===== src/sv/apsp_pkg.sv =====
// Shared types and constants for the all-pairs shortest path block.
`default_nettype none
package apsp_pkg;
  localparam int NODES = 64;
  localparam int IDX_W = $clog2(NODES);
  localparam int DIST_W = 16;

  typedef logic [DIST_W-1:0] dist_t;
  typedef logic [IDX_W-1:0] idx_t;
  typedef dist_t [NODES-1:0] row_t;

  localparam logic [1:0] MODE_WRITE = 2'd0;
  localparam logic [1:0] MODE_RUN = 2'd1;
  localparam logic [1:0] MODE_READ = 2'd2;

  localparam dist_t DIST_MAX = '1;
endpackage
`default_nettype wire


===== src/sv/apsp_cell.sv =====
// Relaxation cell: holds one pivot-row entry and relaxes one column of the current row.
`default_nettype none
module apsp_cell (
  input  wire logic          clk,
  input  wire logic          load,
  input  wire apsp_pkg::dist_t kin,
  input  wire apsp_pkg::dist_t ent,
  input  wire apsp_pkg::dist_t pivot,
  output apsp_pkg::dist_t    nxt
);
  apsp_pkg::dist_t kval;
  logic [apsp_pkg::DIST_W:0] sum;
  apsp_pkg::dist_t via;

  always_ff @(posedge clk) begin
    if (load) begin
      kval <= kin;
    end
  end

  always_comb begin
    sum = {1'b0, pivot} + {1'b0, kval};
    via = sum[apsp_pkg::DIST_W] ? apsp_pkg::DIST_MAX : sum[apsp_pkg::DIST_W-1:0];
    nxt = (via < ent) ? via : ent;
  end
endmodule
`default_nettype wire


===== config.mk =====
export PLATFORM = sky130hd
export DESIGN_NAME = apsp_cell
export DESIGN_NICKNAME = d
export VERILOG_FILES = /design/src/sv/apsp_pkg.sv /design/src/sv/apsp_cell.sv
export SDC_FILE = /design/constraint.sdc
export NUM_CORES = 1
export LEC_CHECK = 0
export BUFFER_PORTS_ARGS = -buffer_cell sky130_fd_sc_hd__buf_2
export CORE_AREA = 2 2 83 53
export DETAILED_ROUTE_END_ITERATION = 8
export DIE_AREA = 0 0 85 55
export HOLD_SLACK_MARGIN = 0.15
export PLACE_DENSITY = 0.79
export SYNTH_ARGS = -nofsm -noshare
export SYNTH_HDL_FRONTEND = slang
export SYNTH_SLANG_ARGS = --single-unit

===== constraint.sdc =====
create_clock -name clk -period 9.6 [get_ports clk]
set_input_delay 1.92 -clock clk [delete_from_list [all_inputs] [get_ports clk]]
set_output_delay 1.92 -clock clk [all_outputs]
set_load 0.05 [all_outputs]

==> results.ini, run 1 <==
[pwr]
powerDensity_mw_per_mm2 = 182
irDropWorstVdd_mv = 0.128
leakage_nw = 1.15

[floorplan]
die_w_um = 85
start_util_pct = 48.4
die_h_um = 55
rows = 18
dieArea_mm2 = 0.00468
core_area_mm2 = 0.00394
ios = 66

[clock_tree]
clk_path_buf_depth = 2
cts_resized = 0
cts_sinks = 16
cts_root_buf = clkbuf_8
htree_levels = 1
cts_tree = yes
hold_buffers = 0
cts_buffers = 3
clk_pin_slew_ns = 0.06
cts_setup_buffers = 0

[finish]
largest_register_ffs = 16
syn_to_final_growth_pct = 20.7
antennaDiodeCount = 0
utilization_pct = 58.4
largest-register = kval
top_regs = kval: 16 flops
multi_input_area_mm2 = 0.00131
drive_above_1_share_pct = 27.6
post-route-cell-area_mm2 = 0.00230
num-fill-cells = 385
final-seq-area_um2 = 480
num-nets-final = 369

[synthesis]
ys_types = 39
synth_flop_cell = edfxtp_1
ys_seq_area_share_pct = 25.2
synthesis.area_mm2 = 0.00191
ys_top_cells_by_area = edfxtp_1 25%, ha_1 20%, nand2_1 5.7%
synth.most_common_cell = ha_1
synth_top_area_cell = edfxtp_1
ys_ff_latch = 16
syn_area_per_cell_um2 = 8.59
synth_top_area_share_pct = 25.2
synthTopCellsByCount = 31 x ha_1, 29 x nand2_1, 21 x inv_1, 17 x nor2_1, 16 x edfxtp_1
syn_nets = 304
synth-warning-count = 0
async_reset_ff_share_pct = 0
synth_edf_count = 16
synth_cells = 222

[detailed_routing]
first_pass_iters = 4
vias = 1775
routed_wl_mm = 4.08
ant_nets = 0
wl_per_cell_um = 12.1
drcViolationCount = 0
via_per_inst = 5.28
drt_iter0_markers = 55

[timing]
drv_slew = 0
min_period_ns = 8.35
hold_viol = 0
max_freq_ghz = 0.120
setup_viol_count_final = 0
slew_headroom_pct = 40.7
tightest_slew_ns = 0.889
rsz0062_at_grt = false
min_period_over_period_pct = 87.0
setup-tns-final_ns = 0

[grt]
antenna_found_initial = 0
grt_pass1_wl_mm = 6.71
grt_start_max_net_pins = 30
grt-ovfl-total = 0
track_usage_pct = 18.2
grt_pass1_vias = 1543

[critical_path]
cp_max_fo = 29
cp.required_ns = 7.68
cp.arrival_ns = 6.43
path_buf_inv = 2
cp-start-kind = input pin
cpMaxStageDelayCell = a21o_1
slowest_delay_ns = 0.73
crit_path_cell_trace = buf_2, ha_1, fa_1, a211oi_2, nor2_4, o211ai_2, o31a_2, nand2b_1, mux2_2, ha_1, nand4_1, nor2_1, a221o_1, nor3_1, a21o_1, mux2_4, buf_2
cp_top_family = compound AO/OA/AOI/OAI gates
crit_path_end_kind = output pin
crit_type = input pin to output pin

[placement]
dpl_cell_area_mm2 = 0.00226
gp_routability_congestion = 0.834
io_buffer_count = 65
dp_hpwl_mm = 3.51

[job]
max_cap_viol_count = 0

[status]
status = finished, final reports clean

[hold_path]
hold_path.class = input pin to flip-flop

cell type report:
class / instances / share of cell area [%]
inverters: 21 / 3.42
clock buffers: 3 / 1.79
clock inverters: 1 / 0.163
flip-flops and latches: 16 / 20.9
multi-input cells: 180 / 56.9
well taps: 50 / 2.72
repair buffers: 65 / 14.1
path summary, 6_finish.rpt:
check                 startpoint       to  slack [ns]  depth (start not counted)
worst max-delay path    pivot[0]   nxt[9]        1.25                         17
worst min-delay path      kin[6]  kval[6]        1.85                          1
stage by stage:
step	setup slack, ns	instances	hold slack, ns	power [mW]
after floorplan	1.76	222	2.02	0.320
after global placement	1.38	332	2.10	0.370
after detailed placement	1.22	332	2.10	0.373
after CTS	1.23	336	1.84	0.423
after global routing	0.831	336	1.84	0.454
final	1.25	336	1.85	0.420
where the power goes:
| group | internal (mW) | switching [mW] |
|---|---|---|
| clock | 0.0283 | 0.0201 |
| sequential | 0.0832 | 0.00186 |
| combinational | 0.0915 | 0.195 |
| total | 0.203 | 0.217 |
layout by cell type (no fill, tap or decap), drive strengths merged:
master    n
o31a      1
mux2      5
a21oi    13
nand2    29
nand3b    2
o21bai    1
xor2      4
or2b      1
nand3     3
buf      65
a211oi    5
xnor2     5
nand2b    2
nand4     6
o22ai     1
nor3      2
a221oi    1
edfxtp   16
a221o     1
a21o      9
o211ai    1
a32oi     1
fa        1
a31oi     8
o21ai    19
ha       31
o21a      3
nor2     18
clkinv    1
a21boi    4
clkbuf    3
a211o     1
inv      21
a2111oi   2
kinds of logic after synthesis:
group | share of synthesized area [%]
AND/OR/NAND/NOR | 14.8
AO/OA/AOI/OAI | 24.9
adder cells (fa/ha/maj) | 21.4
multiplexers | 3.54
buffers and inverters | 6.10
XOR/XNOR | 4.13
flip-flops | 25.2
per-layer routing:
metal | part of all wire (%) | up-vias | GRT usage (%)
met5 | 0 | - | 0
met2 | 37 | 66 | 28.4
met1 | 55 | 752 | 26.7
met4 | 1.2 | 0 | 6.08
met3 | 7.1 | 7 | 1.93
li1 | - | 950 | -
Note: power is estimated with default switching activity, not from simulation.
==> run 2, diff against run 1 <==
- CELL_PAD_IN_SITES_DETAIL_PLACEMENT: not set -> 0
- CELL_PAD_IN_SITES_GLOBAL_PLACEMENT: not set -> 1
- CORE_AREA: 2 2 83 53 -> 2 2 93 59
- DIE_AREA: 0 0 85 55 -> 0 0 95 61
- PLACE_DENSITY: 0.79 -> not set
- PLACE_DENSITY_LB_ADDON: not set -> 0.1
==> run 2 against run 1 <==
Against the previous run: non-clock buffer count unchanged; die area up 24%; final cell count up 4.8%; design area up 0.87%; clock-buffer cell count unchanged; critical path depth up 1; worst hold slack worse by 0.0012 ns; utilization down 11 points; global-route usage down 2.5 points; fmax down 0.15%; via count down 3.2%; setup slack worse by 0.013 ns; highest routed layer unchanged.
==> results.ini, run 2 (same netlist as run 1, synthesis figures left out) <==
[status]
status = finished, final reports clean  ; unchanged

[critical_path]
cp.arrival_ns = 6.45  ; was 6.43 ns
cpMaxStageDelayCell = a21o_1  ; unchanged
crit_type = input pin to output pin  ; unchanged
cp_max_fo = 29  ; unchanged
cp.required_ns = 7.68  ; about the same
cp-start-kind = input pin  ; unchanged
crit_path_end_kind = output pin  ; unchanged
path_buf_inv = 2  ; unchanged
slowest_delay_ns = 0.75  ; was 0.73 ns
crit_path_cell_trace = buf_2, ha_1, fa_1, a211oi_2, nor2_4, o211ai_2, o31a_2, a21boi_1, nand3_1, ha_1, nand4_1, nor2_1, a221o_1, nor3_1, a21o_1, nor2_1, a31oi_1, buf_2  ; was buf_2, ha_1, fa_1, a211oi_2, nor2_4, o211ai_2, o31a_2, nand2b_1, mux2_2, ha_1, nand4_1, nor2_1, a221o_1, nor3_1, a21o_1, mux2_4, buf_2
cp_top_family = compound AO/OA/AOI/OAI gates  ; unchanged

[clock_tree]
cts_setup_buffers = 0  ; unchanged
cts_buffers = 3  ; unchanged
clk_pin_slew_ns = 0.06  ; about the same
cts_root_buf = clkbuf_8  ; unchanged
cts_resized = 0  ; unchanged
hold_buffers = 0  ; unchanged
htree_levels = 1  ; unchanged
cts_tree = yes  ; unchanged
clk_path_buf_depth = 2  ; unchanged
cts_sinks = 16  ; unchanged

[pwr]
combinationalPowerShare_pct = 68.1  ; was 68.3%
irDropWorstVdd_mv = 0.0811  ; was 0.128 mV
leakage_nw = 1.15  ; unchanged
powerDensity_mw_per_mm2 = 183  ; was 182 mW/mm^2
power_frac_seq_pct = 20.1  ; was 20.2%
p_clk_share_pct = 11.7  ; was 11.5%
p_int_mw = 0.203  ; about the same
finalPower_mw = 0.424  ; was 0.420 mW
p_sw_mw = 0.221  ; was 0.217 mW
swShare_pct = 52.1  ; was 51.7%

[floorplan]
dieArea_mm2 = 0.00580  ; was 0.00468 mm^2
ios = 66  ; unchanged
rows = 20  ; was 18
start_util_pct = 38.7  ; was 48.4%
die_w_um = 95  ; was 85 um
die_h_um = 61  ; was 55 um
core_area_mm2 = 0.00493  ; was 0.00394 mm^2

[timing]
min_period_over_period_pct = 87.1  ; was 87.0%
min_period_ns = 8.37  ; was 8.35 ns
tightest_slew_ns = 0.925  ; was 0.889 ns
setup-tns-final_ns = 0  ; unchanged
drv_slew = 0  ; unchanged
hold_viol = 0  ; unchanged
max_freq_ghz = 0.120  ; about the same
slew_headroom_pct = 38.3  ; was 40.7%
setup_viol_count_final = 0  ; unchanged
rsz0062_at_grt = false  ; unchanged

[grt]
grt-ovfl-total = 0  ; unchanged
grt_pass1_wl_mm = 7.06  ; was 6.71 mm
track_usage_pct = 15.7  ; was 18.2%
antenna_found_initial = 0  ; unchanged
grt_start_max_net_pins = 30  ; unchanged
grt_pass1_vias = 1485  ; was 1543

[finish]
num-nets-final = 369  ; unchanged
largest_register_ffs = 16  ; unchanged
syn_to_final_growth_pct = 21.8  ; was 20.7%
mostFrequentLayoutCells = 65 x buf_2, 31 x ha_1, 29 x nand2_1  ; unchanged
utilization_pct = 47.1  ; was 58.4%
largest-register = kval  ; unchanged
num-fill-cells = 501  ; was 385
top_regs = kval: 16 flops  ; unchanged
post-route-cell-area_mm2 = 0.00232  ; was 0.00230 mm^2
antennaDiodeCount = 0  ; unchanged
drive_above_1_share_pct = 27.6  ; unchanged
mostFrequentLayoutCell = buf_2  ; unchanged

[hold_path]
hold_path.class = input pin to flip-flop  ; unchanged

[detailed_routing]
ant_nets = 0  ; unchanged
drcViolationCount = 0  ; unchanged
routed_wl_mm = 4.47  ; was 4.08 mm
first_pass_iters = 4  ; unchanged
via_per_inst = 4.88  ; was 5.28
drt_iter0_markers = 42  ; was 55
wl_per_cell_um = 12.7  ; was 12.1 um
vias = 1718  ; was 1775

[placement]
io_buffer_count = 65  ; unchanged
gp_routability_congestion = 0.798  ; was 0.834
dpl_cell_area_mm2 = 0.00228  ; was 0.00226 mm^2
dp_hpwl_mm = 3.76  ; was 3.51 mm

[job]
max_cap_viol_count = 0  ; unchanged

-- run 2: cell counts in the layout (fill, tap and decap cells not counted) --
Identical to the previous run, type by type.
-- run 2: power groups by stage --
stage	registers (mW)	clock network [mW]	logic (mW)
6_report	0.0854	0.0498	0.289
5_1_grt	0.0857	0.0561	0.318
4_1_cts	0.0854	0.0516	0.290
3_5_place_dp	0.0869	0	0.289
3_3_place_gp	0.0866	0	0.290
2_1_floorplan	0.0859	0	0.234
-- run 2: routing by layer --
layer  GRT usage (%)  wire (um)
met1            26.2       2580
met2            21.2       1670
met3            1.74        210
met4            3.11         17
met5               0          0
-- run 2: through the flow --
step	hold slack [ns]	worst slack (ns)	instances
3_5_place_dp	2.10	1.23	348
6_report	1.85	1.23	352
4_1_cts	1.84	1.22	352
5_1_grt	1.83	0.690	352
3_3_place_gp	2.10	1.28	348
2_1_floorplan	2.02	1.76	222
-- run 2: final timing paths --
path / from / to / slack, ns / cells past startpoint
max: pivot[0] / nxt[11] / 1.23 / 18
min: kin[11] / kval[11] / 1.85 / 1
-- run 2: area by class of cell --
type	count	area, um^2	area share, %
inverter	21	78.8	3.39
timing repair buffer	65	325	14.0
tap	66	82.6	3.55
multi-input combinational	180	1310	56.4
clock inverter	1	3.75	0.162
clock buffer	3	41.3	1.78
sequential	16	480	20.7
==> run 3, diff against run 2 <==
- PLACE_DENSITY: not set -> 0.9
- PLACE_DENSITY_LB_ADDON: 0.1 -> not set
==> run 3 against run 2 <==
Against the previous run: via count up 4.2%; design area down 0.16%; combinational power about the same; critical endpoint is now nxt[13]; largest power group unchanged.
==> results.ini, run 3 (same netlist as run 1, synthesis figures left out) <==
[status]
status = finished, final reports clean  ; unchanged

[finish]
mostFrequentLayoutCells = 65 x buf_2, 31 x ha_1, 29 x nand2_1  ; unchanged
final-seq-area_um2 = 480  ; unchanged
antennaDiodeCount = 0  ; unchanged
largest_register_ffs = 16  ; unchanged
multi_input_area_mm2 = 0.00131  ; unchanged
num-nets-final = 369  ; unchanged
num-fill-cells = 493  ; was 501
largest-register = kval  ; unchanged
top_regs = kval: 16 flops  ; unchanged
syn_to_final_growth_pct = 21.6  ; was 21.8%
drive_above_1_share_pct = 27.7  ; was 27.6%
mostFrequentLayoutCell = buf_2  ; unchanged

[critical_path]
cpMaxStageDelayCell = a21o_1  ; unchanged
crit_type = input pin to output pin  ; unchanged
cp_top_family = compound AO/OA/AOI/OAI gates  ; unchanged
cp_max_fo = 29  ; unchanged
crit_path_end_kind = output pin  ; unchanged
cp.required_ns = 7.68  ; about the same
cp.arrival_ns = 6.43  ; was 6.45 ns
crit_path_cell_trace = buf_2, ha_1, fa_1, a211oi_2, nor2_4, o211ai_2, o31a_2, nand2_1, mux2_2, ha_1, nand4_1, nor2_1, a221o_1, nor3_1, a21o_1, mux2_4, buf_2  ; was buf_2, ha_1, fa_1, a211oi_2, nor2_4, o211ai_2, o31a_2, a21boi_1, nand3_1, ha_1, nand4_1, nor2_1, a221o_1, nor3_1, a21o_1, nor2_1, a31oi_1, buf_2
slowest_delay_ns = 0.74  ; was 0.75 ns
startpoint = pivot[0]  ; unchanged
path_buf_inv = 2  ; unchanged
crit_cells = 17  ; was 18
cp-start-kind = input pin  ; unchanged

[clock_tree]
hold_buffers = 0  ; unchanged
clk_path_buf_depth = 2  ; unchanged
clk_pin_slew_ns = 0.05  ; was 0.06 ns
cts_tree = yes  ; unchanged
cts_buffers = 3  ; unchanged
cts_resized = 0  ; unchanged
cts_setup_buffers = 0  ; unchanged
cts_sinks = 16  ; unchanged
htree_levels = 1  ; unchanged
cts_root_buf = clkbuf_8  ; unchanged

[placement]
gp_routability_congestion = 0.881  ; was 0.798
place_ws_ns = 1.24  ; was 1.23 ns
dp_hpwl_mm = 3.82  ; was 3.76 mm
io_buffer_count = 65  ; unchanged

[detailed_routing]
wl_per_cell_um = 12.8  ; was 12.7 um
first_pass_iters = 4  ; unchanged
drt_iter0_markers = 65  ; was 42
via_per_inst = 5.10  ; was 4.88
vias = 1790  ; was 1718
routed_wl_mm = 4.51  ; was 4.47 mm
drcViolationCount = 0  ; unchanged
ant_nets = 0  ; unchanged

[timing]
worst_slack_ns = 1.25  ; was 1.23 ns
drv_slew = 0  ; unchanged
setup-tns-final_ns = 0  ; unchanged
rsz0062_at_grt = false  ; unchanged
setup_viol_count_final = 0  ; unchanged
min_period_ns = 8.35  ; was 8.37 ns
tightest_slew_ns = 0.911  ; was 0.925 ns
max_freq_ghz = 0.120  ; about the same
slew_headroom_pct = 39.3  ; was 38.3%
hold_viol = 0  ; unchanged
min_period_over_period_pct = 87.0  ; was 87.1%

[grt]
grt_start_max_net_pins = 30  ; unchanged
antenna_found_initial = 0  ; unchanged
grt_pass1_wl_mm = 7.31  ; was 7.06 mm
grt_pass1_vias = 1602  ; was 1485
track_usage_pct = 16.3  ; was 15.7%
grt-ovfl-total = 0  ; unchanged

[pwr]
power_frac_seq_pct = 20.1  ; about the same
p_sw_mw = 0.220  ; was 0.221 mW
leakage_nw = 1.14  ; was 1.15 nW
p_int_mw = 0.203  ; about the same
irDropWorstVdd_mv = 0.0830  ; was 0.0811 mV
combinationalPowerShare_pct = 68.8  ; was 68.1%
swShare_pct = 52.0  ; was 52.1%
powerDensity_mw_per_mm2 = 182  ; was 183 mW/mm^2
p_clk_share_pct = 11.1  ; was 11.7%

[floorplan]
ios = 66  ; unchanged
start_util_pct = 38.7  ; unchanged
die_h_um = 61  ; unchanged
dieArea_mm2 = 0.00580  ; unchanged
die_w_um = 95  ; unchanged
rows = 20  ; unchanged
core_area_mm2 = 0.00493  ; unchanged

[hold_path]
hold_start = kin[5]  ; was kin[11]
holdPathStages = 1  ; unchanged
hold_path.class = input pin to flip-flop  ; unchanged

[job]
max_cap_viol_count = 0  ; unchanged

-- run 3: cell count changes in the layout (fill, tap and decap cells not counted) --
cell | previous run | this run
clkinv_1 | 1 | 0
-- run 3: stage by stage --
step	utilization (%)	total power, mW	hold WS, ns	cells	instance area (um^2)
floorplan	-	0.320	2.02	222	1910
global placement	46.2	0.374	2.10	348	2280
detailed placement	46.2	0.376	2.10	348	2280
CTS	47.1	0.425	1.84	351	2320
global route	47.1	0.456	1.83	351	2320
finish	47.1	0.423	1.85	351	2320
-- run 3: worst paths after layout --
path,endpoint,slack [ns]
setup / recovery,nxt[13],1.25
hold / removal,kval[5],1.85
-- run 3: routing by layer --
layer | wire length [um] | share of wire (%) | GRT usage (%) | vias up
met5 | 0 | 0 | 0 | -
met4 | 21 | 0.47 | 3.11 | 0
met3 | 299 | 6.6 | 2.11 | 3
met2 | 1650 | 37 | 23.9 | 70
met1 | 2540 | 56 | 25.6 | 774
li1 | - | - | - | 943
-- run 3: area by class of cell --
class                   count  area share, %
flip-flops and latches     16           20.7
clock buffers               3           1.78
multi-input cells         180           56.5
repair buffers             65           14.0
well taps                  66           3.56
inverters                  21           3.40
-- run 3: power groups by stage --
stage / Clock [mW] / Combinational [mW] / Sequential [mW]
final: 0.0471 / 0.291 / 0.0850
after detailed placement: 0 / 0.290 / 0.0866
after floorplan: 0 / 0.234 / 0.0859
after global routing: 0.0529 / 0.318 / 0.0854
after CTS: 0.0490 / 0.291 / 0.0852
after global placement: 0 / 0.287 / 0.0863
